## config.mk

```make
export PLATFORM = sky130hd
export DESIGN_NAME = deadline_job_sequencer_top
export DESIGN_NICKNAME = d
export VERILOG_FILES = /design/src/design/djs_pkg.sv /design/src/design/deadline_job_sequencer_top.sv /design/src/design/djs_ctrl.sv /design/src/design/djs_datapath.sv
export SDC_FILE = /design/constraint.sdc
export NUM_CORES = 2
export LEC_CHECK = 0
export BUFFER_PORTS_ARGS = -buffer_cell sky130_fd_sc_hd__buf_2
export CORE_MARGIN = 4
export CORE_UTILIZATION = 50
export DETAILED_ROUTE_END_ITERATION = 10
export PLACE_DENSITY = 0.66
export SKIP_LAST_GASP = 1
export SLEW_MARGIN = 40
export SYNTH_ARGS = -nofsm -noshare
export SYNTH_HDL_FRONTEND = slang
export SYNTH_HIERARCHICAL = 1
export SYNTH_SLANG_ARGS = --single-unit
export TNS_END_PERCENT = 10
```

## constraint.sdc

```tcl
create_clock -name clk_i -period 5.8 [get_ports clk_i]
set_input_delay 0.29 -clock clk_i [delete_from_list [all_inputs] [get_ports clk_i]]
set_output_delay 0.29 -clock clk_i [all_outputs]
set_load 0.1 [all_outputs]
```

## src/design/djs_pkg.sv

```systemverilog
// ----------------------------------------------------------------------------
// Deadline job sequencer package
// Shared sizes, controller states and the command and status bundles that
// pass between the controller and the datapath.
// ----------------------------------------------------------------------------
package djs_pkg;

  // Job store depth. One slot per stored job at most.
  localparam int MAX_JOBS = 16;

  // Field widths of the transaction payloads.
  localparam int ID_W     = 8;
  localparam int PROFIT_W = 16;
  localparam int DL_W     = 8;
  localparam int SUM_W    = 20;
  localparam int SLOT_W   = 5;

  // Store index and job count widths.
  localparam int IDX_W = $clog2(MAX_JOBS);
  localparam int CNT_W = $clog2(MAX_JOBS + 1);

  // Controller states.
  typedef enum logic [1:0] {
    ST_LOAD,
    ST_SETUP,
    ST_PLACE,
    ST_EMIT
  } djs_state_e;

  // Commands from the controller to the datapath.
  typedef struct packed {
    logic load;
    logic setup;
    logic place;
    logic emit;
  } djs_cmd_t;

  // Status from the datapath to the controller.
  typedef struct packed {
    logic place_done;
    logic emit_last;
    logic out_free;
  } djs_status_t;

endpackage

```

## src/design/deadline_job_sequencer_top.sv

```systemverilog
// ----------------------------------------------------------------------------
// Deadline job sequencer
// Greedy job sequencing with deadlines over a set of up to 16 jobs.
// ----------------------------------------------------------------------------
// Usage:
// Jobs enter on the input channel (in_valid_i / in_stall_o), one transaction
// per cycle while in_stall_o is low, and are kept sorted by profit as they
// arrive. The transaction with last_job_i set closes the set; jobs past the
// 16th are dropped, but a dropped job's last flag still closes the set.
// After the closing transaction the input channel stalls through setup,
// placement and result emission; placement handles one job per cycle in a
// single slot search unit. Results then leave on the output channel
// (out_valid_o / out_stall_i) at one per cycle while out_stall_i is low, one
// per filled slot in ascending slot order; the last carries the total profit.
// A set that fills no slot gives one result with slot_filled_o low.
// The output register holds its transaction while out_stall_i is high; the
// input channel reopens once the last result is in that register.
// Reset clears the job count, slot occupancy and the output valid.
// ----------------------------------------------------------------------------
module deadline_job_sequencer_top (
  input  logic                           clk_i,
  input  logic                           rst_ni,
  input  logic                           in_valid_i,
  output logic                           in_stall_o,
  input  logic [djs_pkg::ID_W-1:0]        job_id_i,
  input  logic [djs_pkg::PROFIT_W-1:0]    profit_i,
  input  logic [djs_pkg::DL_W-1:0]        deadline_i,
  input  logic                           last_job_i,
  output logic                           out_valid_o,
  input  logic                           out_stall_i,
  output logic [djs_pkg::SLOT_W-1:0]      slot_number_o,
  output logic [djs_pkg::ID_W-1:0]        scheduled_id_o,
  output logic                           slot_filled_o,
  output logic [djs_pkg::SUM_W-1:0]       total_profit_o,
  output logic                           last_result_o
);
  import djs_pkg::*;

  djs_cmd_t    cmd;
  djs_status_t status;

  // Sequencing control.
  djs_ctrl u_ctrl (
    .clk_i      (clk_i),
    .rst_ni     (rst_ni),
    .in_valid_i (in_valid_i),
    .last_job_i (last_job_i),
    .in_stall_o (in_stall_o),
    .status_i   (status),
    .cmd_o      (cmd)
  );

  // Job store, slot placement and output register.
  djs_datapath u_datapath (
    .clk_i          (clk_i),
    .rst_ni         (rst_ni),
    .cmd_i          (cmd),
    .status_o       (status),
    .job_id_i       (job_id_i),
    .profit_i       (profit_i),
    .deadline_i     (deadline_i),
    .out_stall_i    (out_stall_i),
    .out_valid_o    (out_valid_o),
    .slot_number_o  (slot_number_o),
    .scheduled_id_o (scheduled_id_o),
    .slot_filled_o  (slot_filled_o),
    .total_profit_o (total_profit_o),
    .last_result_o  (last_result_o)
  );

endmodule

```

## src/design/djs_ctrl.sv

```systemverilog
// ----------------------------------------------------------------------------
// Deadline job sequencer controller
// Steps through loading, setup, slot placement and result emission, and
// issues at most one datapath command per cycle.
// ----------------------------------------------------------------------------
module djs_ctrl (
  input  logic                clk_i,
  input  logic                rst_ni,
  input  logic                in_valid_i,
  input  logic                last_job_i,
  output logic                in_stall_o,
  input  djs_pkg::djs_status_t status_i,
  output djs_pkg::djs_cmd_t    cmd_o
);
  import djs_pkg::*;

  djs_state_e state_q, state_d;

  // State register.
  always_ff @(posedge clk_i or negedge rst_ni) begin
    if (!rst_ni) begin
      state_q <= ST_LOAD;
    end else begin
      state_q <= state_d;
    end
  end

  // Next state and commands.
  always_comb begin
    state_d    = state_q;
    cmd_o      = '0;
    in_stall_o = 1'b1;
    unique case (state_q)
      ST_LOAD: begin
        in_stall_o = 1'b0;
        if (in_valid_i) begin
          cmd_o.load = 1'b1;
          if (last_job_i) begin
            state_d = ST_SETUP;
          end
        end
      end
      ST_SETUP: begin
        cmd_o.setup = 1'b1;
        state_d     = ST_PLACE;
      end
      ST_PLACE: begin
        if (status_i.place_done) begin
          state_d = ST_EMIT;
        end else begin
          cmd_o.place = 1'b1;
        end
      end
      ST_EMIT: begin
        if (status_i.out_free) begin
          cmd_o.emit = 1'b1;
          if (status_i.emit_last) begin
            state_d = ST_LOAD;
          end
        end
      end
      default: begin
        state_d = ST_LOAD;
      end
    endcase
  end

endmodule

```

## src/design/djs_datapath.sv

```systemverilog
// ----------------------------------------------------------------------------
// Deadline job sequencer datapath
// Keeps the jobs sorted by profit as they arrive, places them into slots one
// job per cycle and drives the output register.
// ----------------------------------------------------------------------------
module djs_datapath (
  input  logic                                 clk_i,
  input  logic                                 rst_ni,
  input  djs_pkg::djs_cmd_t                     cmd_i,
  output djs_pkg::djs_status_t                  status_o,
  input  logic [djs_pkg::ID_W-1:0]              job_id_i,
  input  logic [djs_pkg::PROFIT_W-1:0]          profit_i,
  input  logic [djs_pkg::DL_W-1:0]              deadline_i,
  input  logic                                 out_stall_i,
  output logic                                 out_valid_o,
  output logic [djs_pkg::SLOT_W-1:0]            slot_number_o,
  output logic [djs_pkg::ID_W-1:0]              scheduled_id_o,
  output logic                                 slot_filled_o,
  output logic [djs_pkg::SUM_W-1:0]             total_profit_o,
  output logic                                 last_result_o
);
  import djs_pkg::*;

  // Sorted job store, highest profit at entry 0.
  logic [ID_W-1:0]     s_id_q   [MAX_JOBS];
  logic [PROFIT_W-1:0] s_prof_q [MAX_JOBS];
  logic [DL_W-1:0]     s_dl_q   [MAX_JOBS];

  logic [CNT_W-1:0]    count_q;
  logic [DL_W-1:0]     maxd_q;
  logic [CNT_W-1:0]    horizon_q;
  logic [MAX_JOBS-1:0] used_q;
  logic [ID_W-1:0]     slot_job_q [MAX_JOBS];
  logic [SUM_W-1:0]    sum_q;

  logic                out_valid_q;
  logic [SLOT_W-1:0]   out_slot_q;
  logic [ID_W-1:0]     out_id_q;
  logic                out_filled_q;
  logic [SUM_W-1:0]    out_total_q;
  logic                out_last_q;

  logic                store_ok;
  logic [MAX_JOBS-1:0] ins;
  logic [MAX_JOBS-1:0] take_prev;
  logic [CNT_W-1:0]    horizon_d;
  logic [CNT_W-1:0]    dl_clamp;
  logic [MAX_JOBS:0]   low_mask;
  logic [MAX_JOBS-1:0] free_mask;
  logic                hit;
  logic [IDX_W-1:0]    hit_idx;
  logic [SUM_W:0]      sum_wide;
  logic [SUM_W-1:0]    sum_d;
  logic                any_used;
  logic [IDX_W-1:0]    low_idx;
  logic                emit_last;

  assign store_ok = count_q < CNT_W'(MAX_JOBS);

  // Insert position: the new job goes after every stored job of equal or
  // higher profit, which keeps arrival order among equal profits.
  always_comb begin
    ins       = '0;
    take_prev = '0;
    for (int k = 0; k < MAX_JOBS; k++) begin
      ins[k] = !((CNT_W'(k) < count_q) && (s_prof_q[k] >= profit_i));
    end
    for (int k = 1; k < MAX_JOBS; k++) begin
      take_prev[k] = ins[k-1];
    end
  end

  // Sorted store: insert on load, shift toward entry 0 while placing.
  // Entry 0 has no predecessor and can only take the new job.
  always_ff @(posedge clk_i) begin
    if (cmd_i.load && store_ok) begin
      if (ins[0]) begin
        s_id_q[0]   <= job_id_i;
        s_prof_q[0] <= profit_i;
        s_dl_q[0]   <= deadline_i;
      end
      for (int k = 1; k < MAX_JOBS; k++) begin
        if (ins[k]) begin
          if (take_prev[k]) begin
            s_id_q[k]   <= s_id_q[k-1];
            s_prof_q[k] <= s_prof_q[k-1];
            s_dl_q[k]   <= s_dl_q[k-1];
          end else begin
            s_id_q[k]   <= job_id_i;
            s_prof_q[k] <= profit_i;
            s_dl_q[k]   <= deadline_i;
          end
        end
      end
    end else if (cmd_i.place) begin
      for (int k = 0; k < MAX_JOBS - 1; k++) begin
        s_id_q[k]   <= s_id_q[k+1];
        s_prof_q[k] <= s_prof_q[k+1];
        s_dl_q[k]   <= s_dl_q[k+1];
      end
    end
  end

  // Horizon is the smaller of the job count and the largest deadline.
  assign horizon_d = ({{(DL_W-CNT_W){1'b0}}, count_q} < maxd_q) ? count_q
                                                                 : maxd_q[CNT_W-1:0];

  // Latest free slot at or before the clamped deadline of the head job.
  // Slot t (from 1) lives in bit t-1.
  always_comb begin
    dl_clamp  = (s_dl_q[0] > {{(DL_W-CNT_W){1'b0}}, horizon_q}) ? horizon_q
                                                               : s_dl_q[0][CNT_W-1:0];
    low_mask  = ((MAX_JOBS+1)'(1) << dl_clamp) - (MAX_JOBS+1)'(1);
    free_mask = ~used_q & low_mask[MAX_JOBS-1:0];
    hit       = |free_mask;
    hit_idx   = '0;
    for (int t = 0; t < MAX_JOBS; t++) begin
      if (free_mask[t]) begin
        hit_idx = IDX_W'(t);
      end
    end
  end

  // Saturating profit accumulation.
  always_comb begin
    sum_wide = {1'b0, sum_q} + (SUM_W+1)'(s_prof_q[0]);
    sum_d    = sum_wide[SUM_W] ? {SUM_W{1'b1}} : sum_wide[SUM_W-1:0];
  end

  // Lowest filled slot goes out next; it is the last one when no other
  // filled slot remains.
  always_comb begin
    any_used  = |used_q;
    emit_last = (used_q & (used_q - MAX_JOBS'(1))) == '0;
    low_idx   = '0;
    for (int t = MAX_JOBS - 1; t >= 0; t--) begin
      if (used_q[t]) begin
        low_idx = IDX_W'(t);
      end
    end
  end

  // Control registers of the datapath.
  always_ff @(posedge clk_i or negedge rst_ni) begin
    if (!rst_ni) begin
      count_q   <= '0;
      maxd_q    <= '0;
      horizon_q <= '0;
      used_q    <= '0;
      sum_q     <= '0;
    end else begin
      if (cmd_i.load && store_ok) begin
        count_q <= count_q + CNT_W'(1);
        if (deadline_i > maxd_q) begin
          maxd_q <= deadline_i;
        end
      end
      if (cmd_i.setup) begin
        horizon_q <= horizon_d;
        maxd_q    <= '0;
        used_q    <= '0;
        sum_q     <= '0;
      end
      if (cmd_i.place) begin
        count_q <= count_q - CNT_W'(1);
        if (hit) begin
          used_q[hit_idx] <= 1'b1;
          sum_q           <= sum_d;
        end
      end
      if (cmd_i.emit) begin
        used_q[low_idx] <= 1'b0;
      end
    end
  end

  // Slot to job id table.
  always_ff @(posedge clk_i) begin
    if (cmd_i.place && hit) begin
      slot_job_q[hit_idx] <= s_id_q[0];
    end
  end

  // Output register valid.
  always_ff @(posedge clk_i or negedge rst_ni) begin
    if (!rst_ni) begin
      out_valid_q <= 1'b0;
    end else if (cmd_i.emit) begin
      out_valid_q <= 1'b1;
    end else if (!out_stall_i) begin
      out_valid_q <= 1'b0;
    end
  end

  // Output register payload; an empty schedule gives a single unfilled result.
  always_ff @(posedge clk_i) begin
    if (cmd_i.emit) begin
      out_slot_q   <= any_used ? (SLOT_W'(low_idx) + SLOT_W'(1)) : '0;
      out_id_q     <= any_used ? slot_job_q[low_idx] : '0;
      out_filled_q <= any_used;
      out_total_q  <= emit_last ? sum_q : '0;
      out_last_q   <= emit_last;
    end
  end

  assign status_o.place_done = (count_q == '0);
  assign status_o.emit_last  = emit_last;
  assign status_o.out_free   = !out_valid_q || !out_stall_i;

  assign out_valid_o    = out_valid_q;
  assign slot_number_o  = out_slot_q;
  assign scheduled_id_o = out_id_q;
  assign slot_filled_o  = out_filled_q;
  assign total_profit_o = out_total_q;
  assign last_result_o  = out_last_q;

endmodule

```

Word level (Yosys, flattened, before mapping)

Memories as Yosys holds them, arrays and structs flattened. A register that Yosys moved wholly into a read port is not among the register bits.
Cells that the tools add are included.

Register bits after elaboration: 84
RAM bits: 640
Input port bits: 37
Output and inout bits: 37
Word-level logic and storage cells: 484
Memories: 4

Memory list:

| name                  | words | bits a word | rd ports | clocked after memory_dff | write ports | line               | source |
|---|---|---|---|---|---|---|---|
| u_datapath.s_prof_q   | 16    | 16          | 16       | 0                        | 16          | djs_datapath.sv:26 | `logic [PROFIT_W-1:0] s_prof_q [MAX_JOBS];` |
| u_datapath.s_dl_q     | 16    | 8           | 16       | 0                        | 16          | djs_datapath.sv:27 | `logic [DL_W-1:0] s_dl_q [MAX_JOBS];` |
| u_datapath.s_id_q     | 16    | 8           | 16       | 0                        | 16          | djs_datapath.sv:25 | `logic [ID_W-1:0] s_id_q [MAX_JOBS];` |
| u_datapath.slot_job_q | 16    | 8           | 1        | 1                        | 1           | djs_datapath.sv:33 | `logic [ID_W-1:0] slot_job_q [MAX_JOBS];` |

Add/subtract/negate cells: 6
$lt $le $gt $ge: 40
Eq/ne operators: 9
Shifts and indexed selects: 1
Mux-type cells: 283
Bitwise gates (word level): 96
Reductions and logical operators: 34

Operators with widths:

| cell                                                                  | number |
|---|---|
| 16-bit two-way mux                                                    | 34 |
| 8-bit two-way mux                                                     | 63 |
| 16-bit greater-or-equal comparator                                    | 16 |
| 1-bit two-way mux                                                     | 140 |
| 4-bit two-way mux                                                     | 24 |
| 1-bit bitwise OR                                                      | 90 |
| 20-bit two-way mux                                                    | 4 |
| 16-bit AND                                                            | 3 |
| 4-bit by 5-bit < comparator with 1-bit output (first input constant)  | 8 |
| 16-bit inverter                                                       | 2 |
| 16-bit OR reduction                                                   | 2 |
| 20-bit by 16-bit adder with 21-bit output                             | 1 |
| 1-bit logical AND                                                     | 20 |
| 3-bit by 5-bit < comparator with 1-bit output (first input constant)  | 4 |
| 5-bit two-way mux                                                     | 4 |
| 16-bit zero test                                                      | 1 |
| 16-bit bitwise OR                                                     | 1 |
| 1-bit by 5-bit left shift with 16-bit output (first input constant)   | 1 |
| 16-bit by 1-bit subtractor with 16-bit output (second input constant) | 1 |
| 16-bit by 2-bit subtractor with 16-bit output (second input constant) | 1 |
| 2-bit two-way mux                                                     | 7 |
| 3-bit two-way mux                                                     | 4 |
| 1-bit by 5-bit < comparator with 1-bit output (first input constant)  | 2 |
| 2-bit by 5-bit < comparator with 1-bit output (first input constant)  | 2 |
| 22 further kinds                                                      | 34 |

Longest topological paths before layout

An unclocked memory read counts as a cell.

Depth after elaboration: 30
Gate-level depth with buffers: 20
Gate-level depth less buffers: 19

Cells and area by module

Netlist, hierarchy kept.

By module, submodules not included:

| module       | instances | cells each | area each (µm²) |
|---|---|---|---|
| djs_datapath | 1         | 3864       | 41962.7 |
| djs_ctrl     | 1         | 17         | 197.7 |

Least setup slack after synthesis

No wires, ideal clock.

Kind: flip-flop to flip-flop
Start point: register u_datapath.horizon_q[3]
End point: memory u_datapath.slot_job_q[3][0] (enable)
Library setup time: 0.375 ns
Data arrival time: 4.594 ns
Required time: 5.425 ns
Setup slack: 0.831 ns
Stages on the path, launching flop included: 20
Buffers on the path: 2
Period minus slack after synthesis: 4.969 ns
Path through: dfrtp_1 clkbuf_1 inv_1 ha_1 and3_1 o21a_1 o31ai_4 nand2_2 nor4_1 nor2_1 ha_1 inv_1 mux2i_1 nor3b_1 a22oi_2 o32ai_1 or3_4 or4b_1 buf_2 a21oi_1

Cells in the longest elaborated chain, start to end: 20
Elaborated cells between the ends (all ways): 24
Those cells by class: 1 x add/sub; 1 x order compare; 1 x shift; 18 x mux; 1 x bitwise; 2 x reduce/logical

Ends and longest elaborated chain:

| item                                                     | line                | source |
|---|---|---|
| from (decl)                                              | djs_datapath.sv:31  | `logic [CNT_W-1:0] horizon_q;` |
| from (signal assigned)                                   | djs_datapath.sv:159 | `horizon_q <= horizon_d;` |
| 8-bit by 5-bit greater-than comparator with 1-bit output | djs_datapath.sv:111 | `dl_clamp = (s_dl_q[0] > {{(DL_W-CNT_W){1'b0}}, horizon_q}) ? horizon_q` |
| 5-bit two-way mux (*)                                    | djs_datapath.sv:111 |  |
| 1-bit by 5-bit left shift with 16-bit output (*)         | djs_datapath.sv:113 | `low_mask = ((MAX_JOBS+1)'(1) << dl_clamp) - (MAX_JOBS+1)'(1);` |
| 16-bit by 2-bit subtractor with 16-bit output (*)        | djs_datapath.sv:113 |  |
| 16-bit AND (*)                                           | djs_datapath.sv:114 | `free_mask = ~used_q & low_mask[MAX_JOBS-1:0];` |
| 1-bit two-way mux                                        | djs_datapath.sv:118 | `if (free_mask[t]) begin` |
| 2-bit two-way mux (2 in series)                          | djs_datapath.sv:118 |  |
| 3-bit two-way mux (4 in series)                          | djs_datapath.sv:118 |  |
| 4-bit two-way mux (8 in series)                          | djs_datapath.sv:118 |  |
| to (decl)                                                | djs_datapath.sv:33  |  |

Every way passes the cells marked *; elsewhere a longest branch is shown, timed or not.

Final worst setup path

Start point: register u_datapath.horizon_q[3]
End point: memory u_datapath.slot_job_q[0][3] (enable)

Same word-level chain as after synthesis.

==> impl_metrics.yaml <==
outcome:
  status: "completed"
worst_setup_path:
  worst_path_max_delay_cell: "a2111o_1"
  crit_chain: "inv_1 -> ha_1 -> and3_1 -> o21a_1 -> o31ai_4 -> nand2_2 -> nor4_2 -> nor2_1 -> ha_1 -> inv_1 -> mux2i_1 -> nor3b_1 -> a22oi_2 -> o32ai_1 -> a221oi_1 -> a211oi_1 -> a21oi_1 -> a2111o_1 -> nor2_1 -> buf_4"
  start_kind: "register"
  crit_required_ns: 6.14
  worst-path-buf-inv: 3
  crit_fanout: 11
  critPathArrivalTime_ns: 5.66
  critical_path.max_stage_delay_ns: 0.66
  r2r-start: "u_datapath/horizon_q[3]"
  path_class: "register to register"
  reg2reg_slack_ns: 0.48
  r2r_cells: 20
  r2r-end: "u_datapath/slot_job_q[0][3]"
  cp-end-kind: "register"
  path_delay_family: "compound AO/OA/AOI/OAI gates"
layout:
  drive_gt1_share_pct: 10.5
  stdcell_area_um2: 46700
  nets: 4204
  area_delta_synth_final_pct: 10.8
timing:
  final.setup.worst_slack_ns: 0.477
  worstMarginPinSlew_ns: 0.817
  setup_tns_ns: 0
  period_share_pct: 91.8
  setup_viol: 0
  period_needed_ns: 5.32
  hold_violations: 0
  fmax_mhz: 188
  relSlewSlack_pct: 44.1
  drv_slew: 0
  whs_ns: 0.107
  fin_skew_ns: 0.0302
  rsz0062_at_grt: "false"
flow_run:
  max-cap-violations: 0
clocking:
  h-tree-depth: 3
  ctsRootBufferMaster: "clkbuf_16"
  postCtsSetupBuffers: 0
  cts_tree: "yes"
  clockBufferDepth: 3
  path_clk_slew_ns: 0.06
  insertion_delay_ns: 0.64
  cts_buffers: 82
  cts_sinks: 732
synthesis:
  synthFlopType: "edfxtp_1"
  yosys.area.top_type: "edfxtp_1"
  synthTopCellsByArea: "edfxtp_1 48%, mux2i_1 11%, ha_1 8.5%"
  yosys.area.top_type_share_pct: 48.1
  syn_nets: 4205
  synth.avg_cell_area_um2: 10.9
  yosysMostFrequentCell: "edfxtp_1"
  ys_async_sr_fraction_pct: 7.79
  synth.distinct_cells: 90
  synthCells: 3881
  seq_area_frac_synth_pct: 51.5
  synth_edf_count: 675
  synth-seq-cells: 732
  syn_area_um2: 42200
  yosys_warnings: 6
  netlist_top_cells_count: "675 x edfxtp_1, 641 x nand2_1, 533 x o21ai_0, 451 x mux2i_1, 286 x ha_1"
global_routing:
  grt_max_degree: 165
  grt_pass1_wl_um: 173000
  grt_usage_pct: 24.2
  grt_pass1_vias: 29164
  antenna_found_initial: 5
  grt_overflow: 0
power:
  switching_power_mw: 12.4
  netSwitchingFraction_pct: 42.0
  seqPwrFrac_pct: 38.7
  max-vdd-ir-drop_mv: 0.461
  power_leakage_nw: 18.2
  p_per_area_nw_per_um2: 634
  power_mw: 29.6
  share_comb_of_total_power_pct: 44.0
  power.share.clock_pct: 17.3
  internal_power_mw: 17.2
hold_path:
  hold_path_depth: 4
  hold_start: "in_valid_i"
  min_to: "u_ctrl/state_q[0]"
  min_path_type: "input port to register"
floorplan:
  die_h_um: 298
  initial_core_util_pct: 50.5
  ioPinCount: 74
  rows: 106
  core_area_um2: 83600
  fp.dieArea_um2: 89000
  fp.dieW_um: 298
drt:
  vias: 30344
  drt_iter0_markers: 3159
  routedWlPerCell_um: 21.8
  antenna_left: 0
  route.detailed.drc: 0
  firstDrtPassIters: 6
  vias_per_cell: 6.04
  wirelength_um: 109000
place:
  post-place-ws_ns: 0.427
  dp_hpwl_um: 75700
  place_area_um2: 44000
  port-buffer-count: 73
  place.gp.congestion: 0.894
-- worst register-to-register path: stages, from the launching register on --
cell and delay (ns):
dfrtp_1 0.51, inv_1 0.15, ha_1 0.33, and3_1 0.22
o21a_1 0.17, o31ai_4 0.21, nand2_2 0.16, nor4_2 0.38
nor2_1 0.09, ha_1 0.32, inv_1 0.23, mux2i_1 0.11
nor3b_1 0.26, a22oi_2 0.13, o32ai_1 0.24, a221oi_1 0.16
a211oi_1 0.25, a21oi_1 0.12, a2111o_1 0.66, nor2_1 0.19
buf_4 0.18
-- state kept, by name (all words and copies together) (netlist names) --
register	flops
u_datapath/sum_q	20
u_datapath/s_dl_q	128
u_datapath/total_profit_o	20
u_datapath/maxd_q	8
u_datapath/horizon_q	5
u_ctrl/state_q	2
u_datapath/scheduled_id_o	8
u_datapath/slot_filled_o	1
u_datapath/count_q	5
u_datapath/s_prof_q	256
u_datapath/last_result_o	1
u_datapath/used_q	16
u_datapath/slot_job_q	128
u_datapath/slot_number_o	5
u_datapath/s_id_q	128
u_datapath/out_valid_o	1
-- logic make-up after synthesis --
logic type | share of synthesized area [%]
DFF | 51.5
xor gates and xnor gates | 0.374
AOI/OAI and AO/OA | 13.1
muxes | 12.4
adders and majority gates | 8.61
buffers and inverters | 3.09
and+or+nand+nor | 11.0
-- repair_timing --
item                                    4_1_cts  5_1_grt
endpoints found under the hold margin        58        0
endpoints found under the setup margin        0       24
resized for setup                             0        1
hold buffers                                  2        0
-- power by group through the flow --
| stage | registers [mW] | clock network (mW) | logic [mW] |
|---|---|---|---|
| 4_1_cts | 11.4 | 5.26 | 13.0 |
| 3_5_place_dp | 11.5 | 0 | 13.0 |
| 3_3_place_gp | 11.4 | 0 | 12.6 |
| 5_1_grt | 11.7 | 5.48 | 14.6 |
| 2_1_floorplan | 11.4 | 0 | 8.88 |
| 6_report | 11.5 | 5.13 | 13.0 |
-- placed cells by master, fill, tap and decap left out, drive strengths merged, types with 48 or more instances in the layout --
cell type  count
a21oi        138
ha           286
dfrtp         57
edfxtp       675
o21ai        533
mux2i        451
nand2        643
buf          173
a31oi         48
clkbuf       102
a21o          58
nor2         158
inv           85
-- how the worst max path moves through the flow --
| stage | start | to | depth (start not counted) |
|---|---|---|---|
| detailed placement | u_datapath/horizon_q[3] | u_datapath/slot_job_q[0][4] | 20 |
| CTS | u_datapath/horizon_q[3] | u_datapath/slot_job_q[0][3] | 20 |
| finish | u_datapath/horizon_q[3] | u_datapath/slot_job_q[0][3] | 20 |
| floorplan | u_datapath/horizon_q[3] | u_datapath/slot_job_q[3][0] | 19 |
| global placement | u_datapath/horizon_q[3] | u_datapath/slot_job_q[8][6] | 20 |
| global route | u_datapath/horizon_q[3] | u_datapath/slot_job_q[0][3] | 20 |
-- cell type report --
class	instances	area, um2
multi-input combinational	2811	19400
fill	7116	36800
clock inverter	49	448
tap	1080	1350
clock buffer	101	2210
timing repair buffer	176	1290
sequential	732	21700
antenna	2	5.00
inverter	77	289
-- layer usage --
metal  track usage (%)  up-vias  part of all wire (%)
li1                  -    14374                     -
met1              36.1    14717                    46
met2              38.1     1085                    45
met3              2.63      168                   6.5
met4              5.85        0                   2.0
met5                 0        -                     0
-- stage by stage --
step / utilization [%] / std cells
after detailed placement: 52.7 / 4873
after floorplan: - / 3881
after global placement: 52.5 / 4868
after global routing: 55.9 / 5026
after CTS: 55.9 / 5025
final: 55.9 / 5028
Power figures use the tool's default switching activity.
